## config.mk

```make
export PLATFORM = sky130hd
export DESIGN_NAME = vkf_mul
export DESIGN_NICKNAME = d
export VERILOG_FILES = /design/src/rtl/vkf_pkg.sv /design/src/rtl/vkf_mul.sv
export SDC_FILE = /design/constraint.sdc
export NUM_CORES = 2
export LEC_CHECK = 0
export ABC_AREA = 1
export BUFFER_PORTS_ARGS = -buffer_cell sky130_fd_sc_hd__buf_2
export CAP_MARGIN = 20
export CORE_AREA = 4 4 300 302
export CTS_CLUSTER_DIAMETER = 120
export DETAILED_ROUTE_END_ITERATION = 8
export DIE_AREA = 0 0 304 306
export PLACE_DENSITY = 0.69
export SETUP_SLACK_MARGIN = 0.3
export SYNTH_ARGS = -nofsm -noshare
export SYNTH_HDL_FRONTEND = slang
export SYNTH_SLANG_ARGS = --single-unit
```

## constraint.sdc

```tcl
create_clock -name clk_i -period 13.4 [get_ports clk_i]
set_clock_uncertainty 0.1 [all_clocks]
set_input_delay 1.34 -clock clk_i [delete_from_list [all_inputs] [get_ports clk_i]]
set_output_delay 1.34 -clock clk_i [all_outputs]
set_load 0.05 [all_outputs]
```

## src/rtl/vkf_pkg.sv

```systemverilog
// Shared types, codes and sizes for the three-axis velocity Kalman filter.
`default_nettype none

package vkf_pkg;

  // Number of filtered axes; the request carries three axis fields.
  localparam int unsigned AXES       = 3;
  localparam int unsigned AXIS_W     = (AXES > 1) ? $clog2(AXES) : 1;
  localparam int unsigned FIELD_AXES = 3;

  // Datapath sizes
  localparam int unsigned MUL_W     = 32;
  localparam int unsigned DIV_DVD_W = 65;
  localparam int unsigned DIV_DVS_W = 33;
  localparam int unsigned DIV_Q_W   = 33;
  localparam int unsigned DIV_CNT_W = 6;
  localparam int unsigned CFG_IDX_W = 3;

  // Register reset values
  localparam logic [31:0] INIT_VAR_RST = 32'h0001_0000;
  localparam logic [31:0] MAX_DT_RST   = 32'd1677722;

  typedef enum logic [1:0] {
    CMD_PREDICT = 2'd0,
    CMD_UPDATE  = 2'd1,
    CMD_CLEAR   = 2'd2,
    CMD_LOAD    = 2'd3
  } cmd_e;

  typedef enum logic [CFG_IDX_W-1:0] {
    REG_INIT_VAR    = 3'd0,
    REG_PROC_NOISE  = 3'd1,
    REG_ACCEL_NOISE = 3'd2,
    REG_MIN_DT      = 3'd3,
    REG_MAX_DT      = 3'd4
  } cfg_reg_e;

  typedef enum logic [4:0] {
    ST_IDLE,
    ST_START,
    ST_P_M1,
    ST_P_M2,
    ST_P_M3,
    ST_P_M4,
    ST_P_M5,
    ST_P_PV,
    ST_P_AXM,
    ST_P_AXU,
    ST_U_DIFF,
    ST_U_M1,
    ST_U_M2,
    ST_U_M3,
    ST_U_D1,
    ST_U_S2,
    ST_U_D2,
    ST_DONE
  } st_e;

  // Divider request and response
  typedef struct packed {
    logic                 start;
    logic [DIV_DVD_W-1:0] dividend;
    logic [DIV_DVS_W-1:0] divisor;
  } div_req_t;

  typedef struct packed {
    logic               done;
    logic [DIV_Q_W-1:0] quotient;
  } div_rsp_t;

endpackage

`default_nettype wire

```

## src/rtl/vkf_mul.sv

```systemverilog
// Registered 32x32 unsigned multiplier shared by all filter steps.
`default_nettype none

module vkf_mul import vkf_pkg::*; (
  input  wire logic                 clk_i,
  input  wire logic [MUL_W-1:0]     a_i,
  input  wire logic [MUL_W-1:0]     b_i,
  output logic      [2*MUL_W-1:0]   prod_o
);

  logic [2*MUL_W-1:0] prod_q;

  // One product per cycle, registered so the result appears in the next cycle
  always_ff @(posedge clk_i) begin
    prod_q <= (2*MUL_W)'(a_i) * (2*MUL_W)'(b_i);
  end

  assign prod_o = prod_q;

endmodule

`default_nettype wire

```

=== Word-level counts from Yosys, hierarchy flattened ===
Cells that the tools add are included.

* Register bits after elaboration: 64
* Input port bits: 65
* Output and inout port bits: 64
* Word-level logic and storage cells: 2

* Multipliers: 1

{| class="wikitable"
|+ Operators by type and width
! cell !! number
|-
| 32-bit by 32-bit multiplier with 64-bit output || 1
|}

=== Longest topological paths before layout ===
* Depth after elaboration: 1
* Mapped depth: 30
* Depth with buffers taken out: 29

=== Worst setup path before layout ===
OpenSTA, ideal clock, no wires.

* Path type: input to register
* From: input a_i[25]
* To: register prod_q[60], in the netlist prod_o[60]
* Library setup time: 0.112 ns
* Arrival: 7.042 ns
* Required time: 13.188 ns
* Path slack: 6.146 ns
* Stages on the path: 26
* Buffers on the path: 1
* Cells stage by stage: clkbuf_1 nand2_1 fa_1 inv_1 fa_1 inv_1 fa_1 inv_1 fa_1 fa_1 fa_1 fa_1 inv_1 fa_1 inv_1 ha_1 nand2_1 nand2_1 a21oi_1 nand2_1 nand2_1 nand2_1 a21oi_1 nand2_1 nand2_1 nand2_1

* Cells in the longest elaborated chain, start to end: 1

{| class="wikitable"
|+ Ends and longest elaborated chain
! element !! line !! RTL
|-
| start, declared || vkf_mul.sv:6 || <nowiki>input wire logic [MUL_W-1:0] a_i,</nowiki>
|-
| 32-bit by 32-bit multiplier with 64-bit output || vkf_mul.sv:15 || <nowiki>prod_q <= (2*MUL_W)'(a_i) * (2*MUL_W)'(b_i);</nowiki>
|-
| end signal, assigned || vkf_mul.sv:15 ||
|-
| end, declared || vkf_mul.sv:11 || <nowiki>logic [2*MUL_W-1:0] prod_q;</nowiki>
|}

No other way between the ends.

=== Worst setup path after layout ===
* From: input a_i[9]
* To: register prod_q[38], in the netlist prod_o[38]

The elaborated chain is that of the path after synthesis.

==> reports/qor.csv <==
metric,value,unit
status,completed,
fin_crit_sh,0.595,
max_stage_delay,0.66,ns
yosysSeqAreaShare,0.0343,
cts.sinks,64,
cts_tree,done,
ctsLongestPathBuffers,2,
cpMaxStageDelayCell,buf_2,
synth_ff_type,dfxtp_1,
cts_made_buffers,9,
ctsHtreeMaxLevel,3,
hold_viol_final,0,
portBuffers,128,
cap_violations,0,
die-area,93000,µm²
routabilityCongestion,0.954,
yosysWarnings,0,
fin_tns_setup,0,ns
period_needed,7.98,ns
area_growth,4.84,%
min_path_cells,3,
setup.worst_path.class,in2reg,
dpl.cell_count,6133,
finalMaxSlewViolations,0,
die_height,306,µm
synth_compound_area_frac,0.00853,
yosysTopAreaCellShare,0.480,
root_buffer,clkbuf_16,
synth-adder-area-share,0.568,
drc,0,
antenna_found_initial,4,
synth_cells,5023,
drive_gt1_frac,0.0435,
grt_usage,0.223,
syn_nets,6247,
yosys-top-cells-count,"1723 x inv_1, 1566 x nand2_1, 896 x fa_1",
io_pins,129,
synth-simple-area-share,0.188,
ys_types,23,
yosys.cell_count.top_type,inv_1,
fillCellCount,8768,
die_w,304,µm
critical_path_buf_inv_count,7,
vias_per_cell,4.78,
hp-start,b_i[0],
hold_class,in2reg,
grt_busiest_layer,met2,
grt_use_met1,0.297,
firstDrtPassIters,5,
synthMuxAreaShare,0,
vias,29400,
grt_overflow,0,
dr.first_iter.drc_count,2124,
dp_hpwl,84600,µm
wire_per_inst,16.4,µm
final_net_count,6203,
met2_usage,0.394,
cts_resized,0,
fmax,125,MHz
hold_buffers,0,
grt_use_met3,0.0205,
postCtsSetupRepairBufs,0,
grt_max_degree,33,
synth-xor-area-share,0.00820,
synth_top_family_by_area,adder cells,
synth-edff-count,0,
required,13.52,ns
cpMostUsedCell,fa_1,
synth.area.top_cells,"fa_1 48%, inv_1 17%, nand2_1 16%, ha_1 8.8%, dfxtp_1 3.4%",
std_cell_rows,109,
wl,101000,µm
critical-path-top-delay-family,adder cells,
end_kind,flip-flop,
whs_endpoint,prod_o[0],
cp_max_fo,32,
start_util,0.426,
final_antenna_net_count,0,
grt_pass1_wl,168000,µm
maxSlewHeadroom,0.396,
setup_violations,0,
worstPathArrival,8.10,ns
startpoint_type,input pin,
ys_ff_latch,64,
async_flop_share,0,
largest_reg_flops,64,
syn_area_per_cell,7.45,µm²
core_area,87700,µm²
tightest_slew,0.905,ns
grt_pass1_vias,31700,
synth_top_cell_by_area,fa_1,
syn_area,37400,µm²
fin_cells,6154,
clk_pin_slew,0.09,ns
rsz0062_at_grt,no,
## worst min-delay path: stages
cell	delay, ns
buf_2	0.31
nand2_1	0.16
inv_1	0.04
## layout by cell type, fill, tap and decap left out
cell        count
a21oi_1        43
buf_2         128
buf_4           9
bufinv_16       3
clkbuf_16       9
clkbuf_8        1
clkinv_4        1
clkinvlp_4      1
dfxtp_1        64
diode_2         5
fa_1          896
ha_1          263
inv_1        1723
inv_2          12
inv_6           1
nand2_1      1566
nand2_2        15
nand3_1        56
nand3_2         9
nand4_1        16
nor2_1         81
nor2_2         14
nor2_4          6
nor3_1         11
nor3_2          6
nor3_4          1
o21ai_0         2
o21bai_1       11
o21bai_2        1
xnor2_1         2
xor2_1         33
## layout make-up
| class | count | area, µm² | share of cell area |
|---|---|---|---|
| repair buffers | 137 | 708 | 0.0181 |
| flip-flops and latches | 64 | 1280 | 0.0327 |
| diodes | 5 | 12.5 | 0.000319 |
| well taps | 1165 | 1460 | 0.0372 |
| clock inverters | 6 | 115 | 0.00294 |
| inverters | 1735 | 6510 | 0.166 |
| multi-input cells | 3032 | 28900 | 0.737 |
| clock buffers | 10 | 239 | 0.00609 |
## how the worst max path moves through the flow
stage,from,end,cells after the start
2_1_floorplan,a_i[25],prod_o[60],26
3_3_place_gp,a_i[7],prod_o[52],23
3_5_place_dp,a_i[7],prod_o[52],23
4_1_cts,a_i[12],prod_o[38],25
5_1_grt,b_i[8],prod_o[60],26
6_report,a_i[9],prod_o[38],25
## layer usage
| layer | up-vias | routed length, µm | share of wire |
|---|---|---|---|
| met2 | 1041 | 50500 | 0.50 |
| met3 | 178 | 6380 | 0.063 |
| met4 | 0 | 2690 | 0.027 |
| li1 | 13500 | - | - |
| met1 | 14700 | 41100 | 0.41 |
| met5 | - | 0 | 0 |
## cells by family after synthesis
logic type,Yosys count
compound gates,57
flops,64
fa+ha+maj,1159
simple gates,1781
xor+xnor,35
buf+inv,1927
## stage by stage
stage	cell area (µm²)	hold slack, ns	worst slack [ns]	util
after global placement	38800	1.71	5.13	0.443
final	39200	1.45	5.42	0.447
after global routing	39200	1.50	5.05	0.447
after detailed placement	38800	1.71	5.10	0.443
after floorplan	37400	1.34	6.15	-
after CTS	39200	1.43	5.46	0.447
Power is left out: the tool's default activity adds up to more than one toggle a clock period on the data nets, which glitch-free logic cannot reach.
