## src/rtl/vkf_pkg.sv

```systemverilog
// Shared types, codes and sizes for the three-axis velocity Kalman filter.
`default_nettype none

package vkf_pkg;

  // Number of filtered axes; the request carries three axis fields.
  localparam int unsigned AXES       = 3;
  localparam int unsigned AXIS_W     = (AXES > 1) ? $clog2(AXES) : 1;
  localparam int unsigned FIELD_AXES = 3;

  // Datapath sizes
  localparam int unsigned MUL_W     = 32;
  localparam int unsigned DIV_DVD_W = 65;
  localparam int unsigned DIV_DVS_W = 33;
  localparam int unsigned DIV_Q_W   = 33;
  localparam int unsigned DIV_CNT_W = 6;
  localparam int unsigned CFG_IDX_W = 3;

  // Register reset values
  localparam logic [31:0] INIT_VAR_RST = 32'h0001_0000;
  localparam logic [31:0] MAX_DT_RST   = 32'd1677722;

  typedef enum logic [1:0] {
    CMD_PREDICT = 2'd0,
    CMD_UPDATE  = 2'd1,
    CMD_CLEAR   = 2'd2,
    CMD_LOAD    = 2'd3
  } cmd_e;

  typedef enum logic [CFG_IDX_W-1:0] {
    REG_INIT_VAR    = 3'd0,
    REG_PROC_NOISE  = 3'd1,
    REG_ACCEL_NOISE = 3'd2,
    REG_MIN_DT      = 3'd3,
    REG_MAX_DT      = 3'd4
  } cfg_reg_e;

  typedef enum logic [4:0] {
    ST_IDLE,
    ST_START,
    ST_P_M1,
    ST_P_M2,
    ST_P_M3,
    ST_P_M4,
    ST_P_M5,
    ST_P_PV,
    ST_P_AXM,
    ST_P_AXU,
    ST_U_DIFF,
    ST_U_M1,
    ST_U_M2,
    ST_U_M3,
    ST_U_D1,
    ST_U_S2,
    ST_U_D2,
    ST_DONE
  } st_e;

  // Divider request and response
  typedef struct packed {
    logic                 start;
    logic [DIV_DVD_W-1:0] dividend;
    logic [DIV_DVS_W-1:0] divisor;
  } div_req_t;

  typedef struct packed {
    logic               done;
    logic [DIV_Q_W-1:0] quotient;
  } div_rsp_t;

endpackage

`default_nettype wire

```

## src/rtl/vkf_div.sv

```systemverilog
// Bit-serial restoring divider, one quotient bit per cycle.
`default_nettype none

module vkf_div import vkf_pkg::*; (
  input  wire logic     clk_i,
  input  wire logic     rst_ni,
  input  wire div_req_t req_i,
  output div_rsp_t      rsp_o
);

  logic                 busy_q, done_q;
  logic [DIV_CNT_W-1:0] cnt_q;
  logic [DIV_DVS_W-1:0] rem_q, dvs_q;
  logic [DIV_Q_W-1:0]   low_q;

  logic [DIV_DVS_W:0]   trial, diff;
  logic                 ge;

  // Trial subtract of the shifted remainder
  assign trial = {rem_q, low_q[DIV_Q_W-1]};
  assign diff  = trial - {1'b0, dvs_q};
  assign ge    = (trial >= {1'b0, dvs_q});

  // Control: quotient fits DIV_Q_W bits, so DIV_Q_W steps suffice
  always_ff @(posedge clk_i or negedge rst_ni) begin
    if (!rst_ni) begin
      busy_q <= 1'b0;
      done_q <= 1'b0;
      cnt_q  <= '0;
    end else begin
      done_q <= 1'b0;
      if (req_i.start) begin
        busy_q <= 1'b1;
        cnt_q  <= DIV_CNT_W'(DIV_Q_W);
      end else if (busy_q) begin
        cnt_q <= cnt_q - DIV_CNT_W'(1);
        if (cnt_q == DIV_CNT_W'(1)) begin
          busy_q <= 1'b0;
          done_q <= 1'b1;
        end
      end
    end
  end

  // Remainder and quotient shift
  always_ff @(posedge clk_i) begin
    if (req_i.start) begin
      rem_q <= DIV_DVS_W'(req_i.dividend[DIV_DVD_W-1:DIV_Q_W]);
      low_q <= req_i.dividend[DIV_Q_W-1:0];
      dvs_q <= req_i.divisor;
    end else if (busy_q) begin
      rem_q <= ge ? diff[DIV_DVS_W-1:0] : trial[DIV_DVS_W-1:0];
      low_q <= {low_q[DIV_Q_W-2:0], ge};
    end
  end

  assign rsp_o.done     = done_q;
  assign rsp_o.quotient = low_q;

endmodule

`default_nettype wire

```

## config.mk

```make
export PLATFORM = sky130hd
export DESIGN_NAME = vkf_div
export DESIGN_NICKNAME = d
export VERILOG_FILES = /design/src/rtl/vkf_pkg.sv /design/src/rtl/vkf_div.sv
export SDC_FILE = /design/constraint.sdc
export NUM_CORES = 1
export LEC_CHECK = 0
export BUFFER_PORTS_ARGS = -buffer_cell sky130_fd_sc_hd__buf_2
export CAP_MARGIN = 0
export CORE_MARGIN = 8
export CORE_UTILIZATION = 41
export CTS_CLUSTER_SIZE = 12
export DETAILED_ROUTE_END_ITERATION = 8
export MAX_ROUTING_LAYER = met4
export PLACE_DENSITY_LB_ADDON = 0.05
export SETUP_SLACK_MARGIN = 0.4
export SLEW_MARGIN = 20
export SYNTH_ARGS = -nofsm -noshare
export SYNTH_HDL_FRONTEND = slang
export SYNTH_SLANG_ARGS = --single-unit
export TNS_END_PERCENT = 30
```

## constraint.sdc

```tcl
create_clock -name clk_i -period 4.1 [get_ports clk_i]
set_input_delay 0.205 -clock clk_i [delete_from_list [all_inputs] [get_ports clk_i]]
set_output_delay 0.205 -clock clk_i [all_outputs]
set_load 0.05 [all_outputs]
```

# Word-level counts from Yosys, hierarchy flattened
# Cells that the tools add are included.
# word_totals
wordCells,25
output_inout_bits,34
register_bits,107
# classes
reduce_logical,1
addsub,2
n_mux,13
order_cmp,1
n_eq_ne,1
# op_table
op,count
2-to-1 mux 33 bit,3
2-to-1 mux 32 bit,2
greater-or-equal comparator 34 x 33 -> 1 bit,1
subtractor 33 bit,1
2-to-1 mux 6 bit,2
== test 6 x 1 -> 1 bit (second input constant),1
2-to-1 mux 1 bit,6
subtractor 6 x 1 -> 6 bit (second input constant),1
nonzero test 2 bit,1

# Longest topological paths before layout
# Gate-level depths: netlist of the first run.
# logic_depth
depth_word,4
mapped_depth,14
ltp_nobuf,12

# Least setup slack after synthesis of the first run
# Ideal clock, no wire load.
# synth_timing
path_kind,reg-to-reg
from,register low_q[32]
to,register rem_q[18] (data pin)
required_time_ns,3.840
setup_time_ns,0.260
path_buffers,0
stages_incl_launch_ff,13
path_slack_ns,0.719
t_arrival_ns,3.122
path_cell_list,edfxtp_1 inv_1 ha_1 inv_1 fa_1 a21o_1 a221oi_2 a21oi_2 o211ai_4 nand2_4 a21oi_4 mux2_2 mux2_2
# synth_between
elab_chain_len,4
word_cells_on_any_way,5
# synth_rtl
element,line,rtl
start: declaration,vkf_div.sv:14,logic [DIV_Q_W-1:0] low_q;
start signal: assignment,vkf_div.sv:49,low_q <= req_i.dividend[DIV_Q_W-1:0];
start signal: assignment,vkf_div.sv:53,"low_q <= {low_q[DIV_Q_W-2:0], ge};"
subtractor 33 bit or greater-or-equal comparator 34 x 33 -> 1 bit (tied branches),"vkf_div.sv:21, vkf_div.sv:22",
2-to-1 mux 33 bit (*),vkf_div.sv:52,rem_q <= ge ? diff[DIV_DVS_W-1:0] : trial[DIV_DVS_W-1:0];
2-to-1 mux 32 bit (*),vkf_div.sv:51,end else if (busy_q) begin
2-to-1 mux 32 bit (*),vkf_div.sv:47,if (req_i.start) begin
end signal: assignment,vkf_div.sv:48,rem_q <= DIV_DVS_W'(req_i.dividend[DIV_DVD_W-1:DIV_Q_W]);
end signal: assignment,vkf_div.sv:52,
end: declaration,vkf_div.sv:13,"logic [DIV_DVS_W-1:0] rem_q, dvs_q;"
# Every way passes the cells marked *; elsewhere a longest branch is shown, timed or not. The select of a mux whose other input is x is not followed.
# A chain may end at the register's enable or synchronous reset.

# Worst setup path in the final report of the first run
# layout_timing
from,register low_q[32]
to,register rem_q[0] (data pin)
# Same word-level chain as after synthesis.

==> metrics.txt, run 1 <==
status=completed; vias in the first global route=5,314; die height=143.7 um; Synth Warn #=0; Layout Area Growth over Synthesis=18.03%; DP HPWL=12.03 mm; fillers=1,521; Seq/Total Area, Yosys=0.4732; Final period util=0.8377; Final Cell Area=7889 sq um; CP most frequent cell=inv_1; Setup Skew=7.639 ps; average size of a mapped cell=11.03 sq um; DR WL met2=7.583 mm; Via density=5.299; Synth area leaders=edfxtp_1 (44%), ha_1 (6.6%), mux2_2 (5.9%); worst slack, placed=613.9 ps; Final Core Density=0.4966; Final Critical Period=3435 ps; DR pass1 iterations=4; Async SR Flop Fraction=0.07477; Post-Syn Area=6684 sq um; largest net degree at the start of global routing=92; Clock Sinks=107; Hold Path Depth=1; register area=3163 sq um; Post-synth EDFFs=98; net switching share of the total power=0.4250; final hold violation count=0; die area=20,640 sq um; Sw Pwr=2.425 mW; total negative setup slack=0 ps; clock slew seen by the registers of the worst setup and hold paths=80 ps; H-Tree Depth=3; Via Count=5,023; Synth Flop Type=edfxtp_1; dpl cells=922; Final Non-Filler Cells=948; Pwr Density=723.2 nW/um^2; Design Power=5.706 mW; worst path cell trace=inv_1, ha_1, inv_1, fa_1, a21o_1, a221oi_2, a21oi_2, o211ai_4, nand2_4, a21oi_4, buf_12, mux2i_1, mux2_2; Int Power=3.281 mW; FF-to-FF End=rem_q[0]; DIE WIDTH=143.7 um; clock root cell=clkbuf_16; CTS resizes=0; Max Root-Sink Buffers=2; 1st-iter DRT viols=313; CTS tree=done; Sequential Power Share=0.311; first-pass GRT wire length=26.69 mm; core footprint=15,890 sq um; Final setup viols=0; routability congestion estimate=0.8854; GRT Util Overall=0.1686; Slowest-stage cell, CP=fa_1; Worst-Skew Late Latency=360 ps; Initial Utilization=0.4208; endpoint type of the worst setup path=flop; Slew headroom=0.5371; RR Startpoint=low_q[32]; synth cell count leaders=edfxtp_1 (98), nand2_1 (44), inv_1 (43); Hold Path Class=input pin to flop; post-synthesis xor/xnor area fraction=0.03931; Hold EP=dvs_q[5]; initial antenna violation count=2; crit path launch type=flop; Max stage delay on crit path=400 ps; unrepaired setup endpoints after global routing=false; Multi-input gate area=3168 sq um; Yosys top cell area share=0.4403; wire per inst=17.29 um; Synth Area in Adders=0.06851; pin slew with the least headroom to its limit=693.3 ps; max layer used=met4; clock network power share=0.160; GRT overflow=0; met1 WL=7.826 mm; FF-to-FF path depth=13; met3 WL=777 um; Final Max Slew Viols=0; mux cell area share after synthesis=0.07244; post-route ant nets=0; Post-Synthesis Cells=606; Rows=46; clock buffer count from CTS=9; combinational share of power=0.529; Hold Startpoint=req_i[5]; Synth cell types=66; post-route setup slack=665.3 ps; placed instance area=7503 sq um; Mapped Nets=743; f_max=291.1 MHz; CP required=4210 ps; share of cells above drive strength 1=0.2822; P_leak=3.410 nW; Total Routed Length=16.39 mm; Simple-Gate Fraction of Synth Area=0.1320; Ports=135; crit-path max FO=37; crit path kind=flop to flop; Max-Cap Viols=0; most area-hungry cell type in the Yosys netlist=edfxtp_1; main combinational cell family by area after synthesis=compound AO/OA/AOI/OAI gates; Port Buffers=134; worst hold slack=16.87 ps; Synth Register Bits=107; # nets final=862; Synth Area in Compound Gates=0.1617; Worst EP arrival=3550 ps; DRC violations left=0; peak supply drop=0.0002983 V; most frequent cell after synthesis=edfxtp_1; R2R Setup Slk=670 ps
## layout by cell type, fill, tap and decap left out, types with 10 or more instances in the layout
cell | Yosys | routed
buf_2 | 9 | 133
edfxtp_1 | 98 | 98
nand2_1 | 44 | 44
inv_1 | 43 | 42
mux2_2 | 35 | 35
ha_1 | 35 | 35
nor2_1 | 29 | 29
a21oi_1 | 29 | 29
a21o_1 | 20 | 20
o21ai_0 | 19 | 19
xnor2_1 | 15 | 15
xor2_1 | 15 | 15
nand3b_1 | 13 | 13
o311ai_0 | 13 | 13
nor2b_1 | 12 | 12
a221o_1 | 12 | 12
nand3_1 | 10 | 10
## worst max path at each step
stage          startpoint         to  slack, ps
3_5_place_dp    low_q[32]  rem_q[28]        610
4_1_cts         low_q[32]  rem_q[28]        590
5_1_grt         low_q[32]  rem_q[12]        410
6_report        low_q[32]   rem_q[0]        670
3_3_place_gp    low_q[32]  rem_q[28]        720
2_1_floorplan   low_q[32]  rem_q[18]        720
## timing repair
action                                  in CTS  in global routing
endpoints found under the hold margin       12                  0
hold buffers                                 5                  0
buffers inserted                             0                  3
endpoints found under the setup margin       0                  9
## kinds of logic after synthesis
| family | count (synthesis) |
|---|---|
| XOR/XNOR | 30 |
| multiplexers | 44 |
| AND/OR/NAND/NOR | 163 |
| AO/OA/AOI/OAI | 145 |
| flip-flops | 107 |
| adder cells (fa/ha/maj) | 36 |
| buffers and inverters | 81 |
## critical path: cells and delay by family, from the launching register on
kind	cells	cell delay (ps)
compound gates	5	1380
fa+ha+maj	2	560
buf+inv	3	410
flops	1	380
mux	2	360
simple gates	1	90
## routing by layer
| layer | vias up | global-route usage |
|---|---|---|
| met3 | 13 | 0.03948 |
| met2 | 115 | 0.2625 |
| met5 | - | - |
| li1 | 2521 | - |
| met4 | 0 | 0.04870 |
| met1 | 2374 | 0.2156 |
## power groups by stage
stage / Clock (mW) / Sequential, mW / Combinational, mW
CTS: 0.956 / 1.78 / 2.99
floorplan: 0 / 2.01 / 2.11
detailed placement: 0 / 1.79 / 2.97
finish: 0.914 / 1.77 / 3.02
global placement: 0 / 1.79 / 2.95
global route: 0.985 / 1.82 / 3.35
## area by class of cell
cell class / instances / share of cell area
Multi-Input combinational cell: 418 / 0.4016
Sequential cell: 107 / 0.4010
Timing Repair Buffer: 146 / 0.1031
Tap cell: 216 / 0.03426
Clock buffer: 9 / 0.02855
Inverter: 43 / 0.02046
Clock inverter: 7 / 0.01047
Antenna cell: 2 / 0.0006344
## sequential cells by signal, indices dropped and copies added, names as in the netlist
register and flops:
dvs_q 33, done_q 1, rem_q 33, low_q 33
busy_q 1, cnt_q 6
No activity file was read; power rests on OpenSTA's default activity.
==> run 2: changes to the inputs <==
- ABC_AREA: not set -> 1
- clock period: 4.1 -> 2.88 ns (I/O delays scaled with it)
==> metrics.txt, run 2 <==
1st-iter DRT viols=350; Rows=50; status=completed; grt peak-use layer=met2; Synth Warn #=0; Via Count=6,852; post-route setup slack=488.9 ps; Slew headroom=0.5455; average size of a mapped cell=7.519 sq um; CP required=3000 ps; clock slew seen by the registers of the worst setup and hold paths=90 ps; biggest regs=dvs_q (33), low_q (33), rem_q (33); total negative setup slack=0 ps; most frequent cell after synthesis=nand2_1; Final Critical Period=2391 ps; P_leak=5.016 nW; met2 GRT Util=0.2850; Pwr Density=934.4 nW/um^2; Synth Register Bits=107; wire per inst=15.36 um; largest net degree at the start of global routing=62; Post-Syn Area=7677 sq um; initial antenna violation count=3; Post-synth EDFFs=98; met3 Usage GRT=0.05413; most frequent cells in the layout=nand2_1 (426), inv_1 (158), buf_2 (133); vias in the first global route=6,838; Ports=135; share of cells above drive strength 1=0.2320; Post-Synthesis Cells=1,021; Setup Skew=13.15 ps; die height=152.8 um; routability congestion estimate=0.9042; most area-hungry cell type in the Yosys netlist=edfxtp_1; clock root cell=clkbuf_16; dpl cells=1,370; CTS tree=done; GRT Util Overall=0.1864; post-route ant nets=0; Clock Sinks=107; GRT overflow=0; register area=3163 sq um; Final Non-Filler Cells=1,444; core footprint=18,520 sq um; Synth area leaders=edfxtp_1 (38%), nand2_1 (21%), inv_1 (7.9%); # nets final=1,339; Worst EP arrival=2510 ps; commonest non-fill, non-tap cell in the layout=nand2_1; Max Root-Sink Buffers=2; Multi-input gate area=4048 sq um; crit path kind=flop to flop; die area=23,360 sq um; clock buffer count from CTS=9; Final Max Slew Viols=0; Final setup viols=0; Via density=4.745; DP HPWL=15.49 mm; Async SR Flop Fraction=0.07477; Mapped Nets=1,158; endpoint type of the worst setup path=flop; DR pass1 iterations=5; Final period util=0.8302; f_max=418.2 MHz; peak supply drop=0.0003265 V; Max-Cap Viols=0; Port Buffers=134; Hold Path Class=input pin to flop; DIE WIDTH=152.8 um; DRC violations left=0; fillers=1,896; synth cell count leaders=nand2_1 (437), inv_1 (161), edfxtp_1 (98); pin slew with the least headroom to its limit=681.8 ps; crit-path max FO=8; worst hold slack=34.17 ps; worst slack, placed=205.1 ps; crit path launch type=flop; Layout Area Growth over Synthesis=26.91%; H-Tree Depth=3; Worst-Skew Late Latency=370 ps; Yosys top cell area share=0.3833; first-pass GRT wire length=34.38 mm; final hold violation count=0; Synth cell types=41; Seq/Total Area, Yosys=0.4120; Total Routed Length=22.18 mm; grt met1 use=0.2391; Synth Flop Type=edfxtp_1; Initial Utilization=0.4146; unrepaired setup endpoints after global routing=false; Design Power=9.104 mW
run 2: per-layer routing:
metal,routed length (um),share of wire,vias to the layer above
met5,0,0,-
met4,436,0.020,0
met3,1377,0.062,28
met2,9873,0.45,177
met1,10490,0.47,3084
li1,-,-,3563
run 2: logic make-up after synthesis:
group                      Yosys count  share of synthesized area
AOI/OAI and AO/OA                   32                    0.02233
DFF                                107                     0.4120
and+or+nand+nor                    638                     0.3807
buffers and inverters              193                     0.1082
xor gates and xnor gates            15                    0.01711
adders and majority gates           36                    0.05965
run 2: worst paths after layout:
path                            from         to  slack, ps  cells after the start
max                        rem_q[14]   rem_q[8]        490                     13
min                        req_i[57]  low_q[24]         30                      3
max reg2reg                rem_q[14]   rem_q[8]        490                     13
min reg2reg                rem_q[32]  rem_q[32]        480                      2
max in group asynchronous     rst_ni   cnt_q[0]       2560                      2
min in group asynchronous     rst_ni   cnt_q[3]        140                      2
run 2: per-stage QoR:
| stage | utilization | area [sq um] |
|---|---|---|
| 6_report | 0.5261 | 9743 |
| 5_1_grt | 0.5261 | 9743 |
| 4_1_cts | 0.4967 | 9198 |
| 3_5_place_dp | 0.4593 | 8504 |
| 3_3_place_gp | 0.4593 | 8504 |
| 2_1_floorplan | - | 7677 |
run 2: critical path, stage by stage (launching register included):
cell	delay, ps
edfxtp_1	430
ha_1	410
nand2_2	140
nor2_4	160
nand2_1	80
nor2_1	140
nand3_2	110
nand3_4	130
nor2_8	80
buf_4	160
nand2_8	130
nand2_2	60
nand3_1	70
nand2_1	60
run 2: repair_timing:
action / in CTS / in global routing
gates cloned: 1 / 7
gates resized for setup: 3 / 48
pin swaps: 1 / 9
hold buffers: 34 / 0
endpoints found under the setup margin: 34 / 33
setup buffers: 5 / 8
hold endpoints to repair: 41 / 0
run 2: power by group:
group / switching (mW) / internal [mW] / total (mW) / leakage (nW)
clock network: 0.673 / 0.617 / 1.29 / 0.144
logic: 3.34 / 2.06 / 5.40 / 3.74
registers: 0.260 / 2.15 / 2.41 / 1.13
run 2: cell type report:
class                           instances  area share
Tap cell                              234     0.03005
Clock buffer                           10     0.02350
Inverter                              167     0.06434
Timing Repair Buffer                  192      0.1346
Multi-Input combinational cell        725      0.4154
Sequential cell                       107      0.3246
Clock inverter                          6    0.006678
Antenna cell                            3   0.0007705
==> run 3: changes to the inputs <==
- clock period: 2.88 -> 2 ns (I/O delays scaled with it)
==> metrics.txt, run 3 (same netlist as run 2, synthesis figures left out) <==
status=finished with violations; failing checks=negative setup slack; biggest regs=dvs_q (33), low_q (33), rem_q (33); Port Buffers=134; wire per inst=15.31 um; clock buffer count from CTS=9; crit-path max FO=5; Final Non-Filler Cells=1,596; GRT Util Overall=0.2117; post-route ant nets=0; Total Routed Length=24.43 mm; die area=23,360 sq um; clock root cell=clkbuf_16; final hold violation count=0; clock slew seen by the registers of the worst setup and hold paths=90 ps; crit path kind=flop to flop; Setup Skew=14.71 ps; Initial Utilization=0.4146; GRT overflow=0; unrepaired setup endpoints after global routing=true; dpl cells=1,461; worst hold slack=8.925 ps; DRC violations left=0; Max-Cap Viols=0; H-Tree Depth=3; CP required=2130 ps; Via Count=7,470; DIE WIDTH=152.8 um; # nets final=1,493; Max Root-Sink Buffers=2; WP buf/inv=4; crit path launch type=flop; core footprint=18,520 sq um; Top delay family on crit path=simple AND/OR/NAND/NOR gates; largest net degree at the start of global routing=67; Clock Sinks=107; DP HPWL=15.77 mm; f_max=434.8 MHz; commonest non-fill, non-tap cell in the layout=nand2_1; Final period util=1.150; worst path cell trace=inv_2, ha_4, inv_2, fa_2, nand3_2, nand3_4, nand2_4, nand2_4, nand3_4, buf_12, clkbuf_16, nand3b_1, nand3_2, nand2_1; worst slack, placed=-360.1 ps; CTS tree=done; Rows=50; Final setup viols=34; fillers=1,630; placed instance area=9290 sq um; Design Power=16.26 mW; pin slew with the least headroom to its limit=596.4 ps; most frequent cells in the layout=nand2_1 (395), inv_1 (154), buf_2 (133); Worst-Skew Late Latency=370 ps; Slowest-stage cell, CP=edfxtp_1; Final Critical Period=2300 ps; Final Cell Area=11,650 sq um; Via density=4.680; peak supply drop=0.0006382 V; DR pass1 iterations=5; Final Max Slew Viols=0; Slew headroom=0.6019; Ports=135; share of cells above drive strength 1=0.3336; Worst EP arrival=2430 ps; Max stage delay on crit path=420 ps; Final Core Density=0.6291; routability congestion estimate=0.9000; P_leak=5.936 nW; Hold Path Class=input pin to flop; post-route setup slack=-300.2 ps; Pwr Density=1395 nW/um^2; die height=152.8 um; total negative setup slack=-9092 ps; vias in the first global route=7,867; endpoint type of the worst setup path=flop; initial antenna violation count=1; Layout Area Growth over Synthesis=51.74%; first-pass GRT wire length=38.83 mm; 1st-iter DRT viols=357
-- run 3: cell count changes in the layout (fill, tap and decap cells not counted), moves of 11 or more --
cell,change
ha_4,+11
nand2_4,+13
dlygate4sd3_1,+43
nand2_2,+16
buf_4,+97
nand2_1,-31
-- run 3: timing repair --
| item | in CTS | in global routing |
|---|---|---|
| pin swaps | 30 | 41 |
| gates resized for setup | 81 | 52 |
| buffers inserted | 22 | 7 |
| cloned | 8 | 4 |
| endpoints found under the setup margin | 34 | 35 |
| hold buffers | 77 | 0 |
| endpoints found under the hold margin | 84 | 0 |
-- run 3: worst paths after layout --
kind                           start   endpoint  slack (ps)  cells after the start
max                        low_q[32]  rem_q[23]        -300                     14
min in group asynchronous     rst_ni   cnt_q[3]          90                      2
min reg2reg                rem_q[32]  rem_q[32]         490                      2
max in group asynchronous     rst_ni     busy_q        1740                      2
max reg2reg                low_q[32]  rem_q[23]        -300                     14
min                        req_i[84]  rem_q[18]           9                      3
-- run 3: cell type report --
class | count | area (sq um) | share of cell area
clock buffer | 9 | 225.2 | 0.01933
multi-input combinational | 724 | 4436 | 0.3807
antenna | 1 | 2.502 | 0.0002148
timing repair buffer | 347 | 2791 | 0.2396
tap | 234 | 292.8 | 0.02513
sequential | 107 | 3163 | 0.2715
inverter | 167 | 626.9 | 0.05381
clock inverter | 7 | 112.6 | 0.009666
-- run 3: layer usage --
| metal | track usage | routed length, um | vias to the layer above |
|---|---|---|---|
| li1 | - | - | 3864 |
| met1 | 0.2605 | 10960 | 3335 |
| met2 | 0.3385 | 11550 | 237 |
| met3 | 0.03947 | 1400 | 34 |
| met4 | 0.08624 | 522 | 0 |
| met5 | - | 0 | - |
-- run 3: worst register-to-register path, delay by kind of cell, from the launching register on --
family,cells,cell delay [ps]
AND/OR/NAND/NOR,8,630
adder cells (fa/ha/maj),2,520
buffers and inverters,4,470
flip-flops,1,420
-- run 3: power by group --
group          switching [mW]  internal (mW)  total, mW
combinational            5.70           4.99       10.7
clock                    1.02           1.03       2.05
sequential              0.420           3.10       3.52
total                    7.13           9.12       16.3
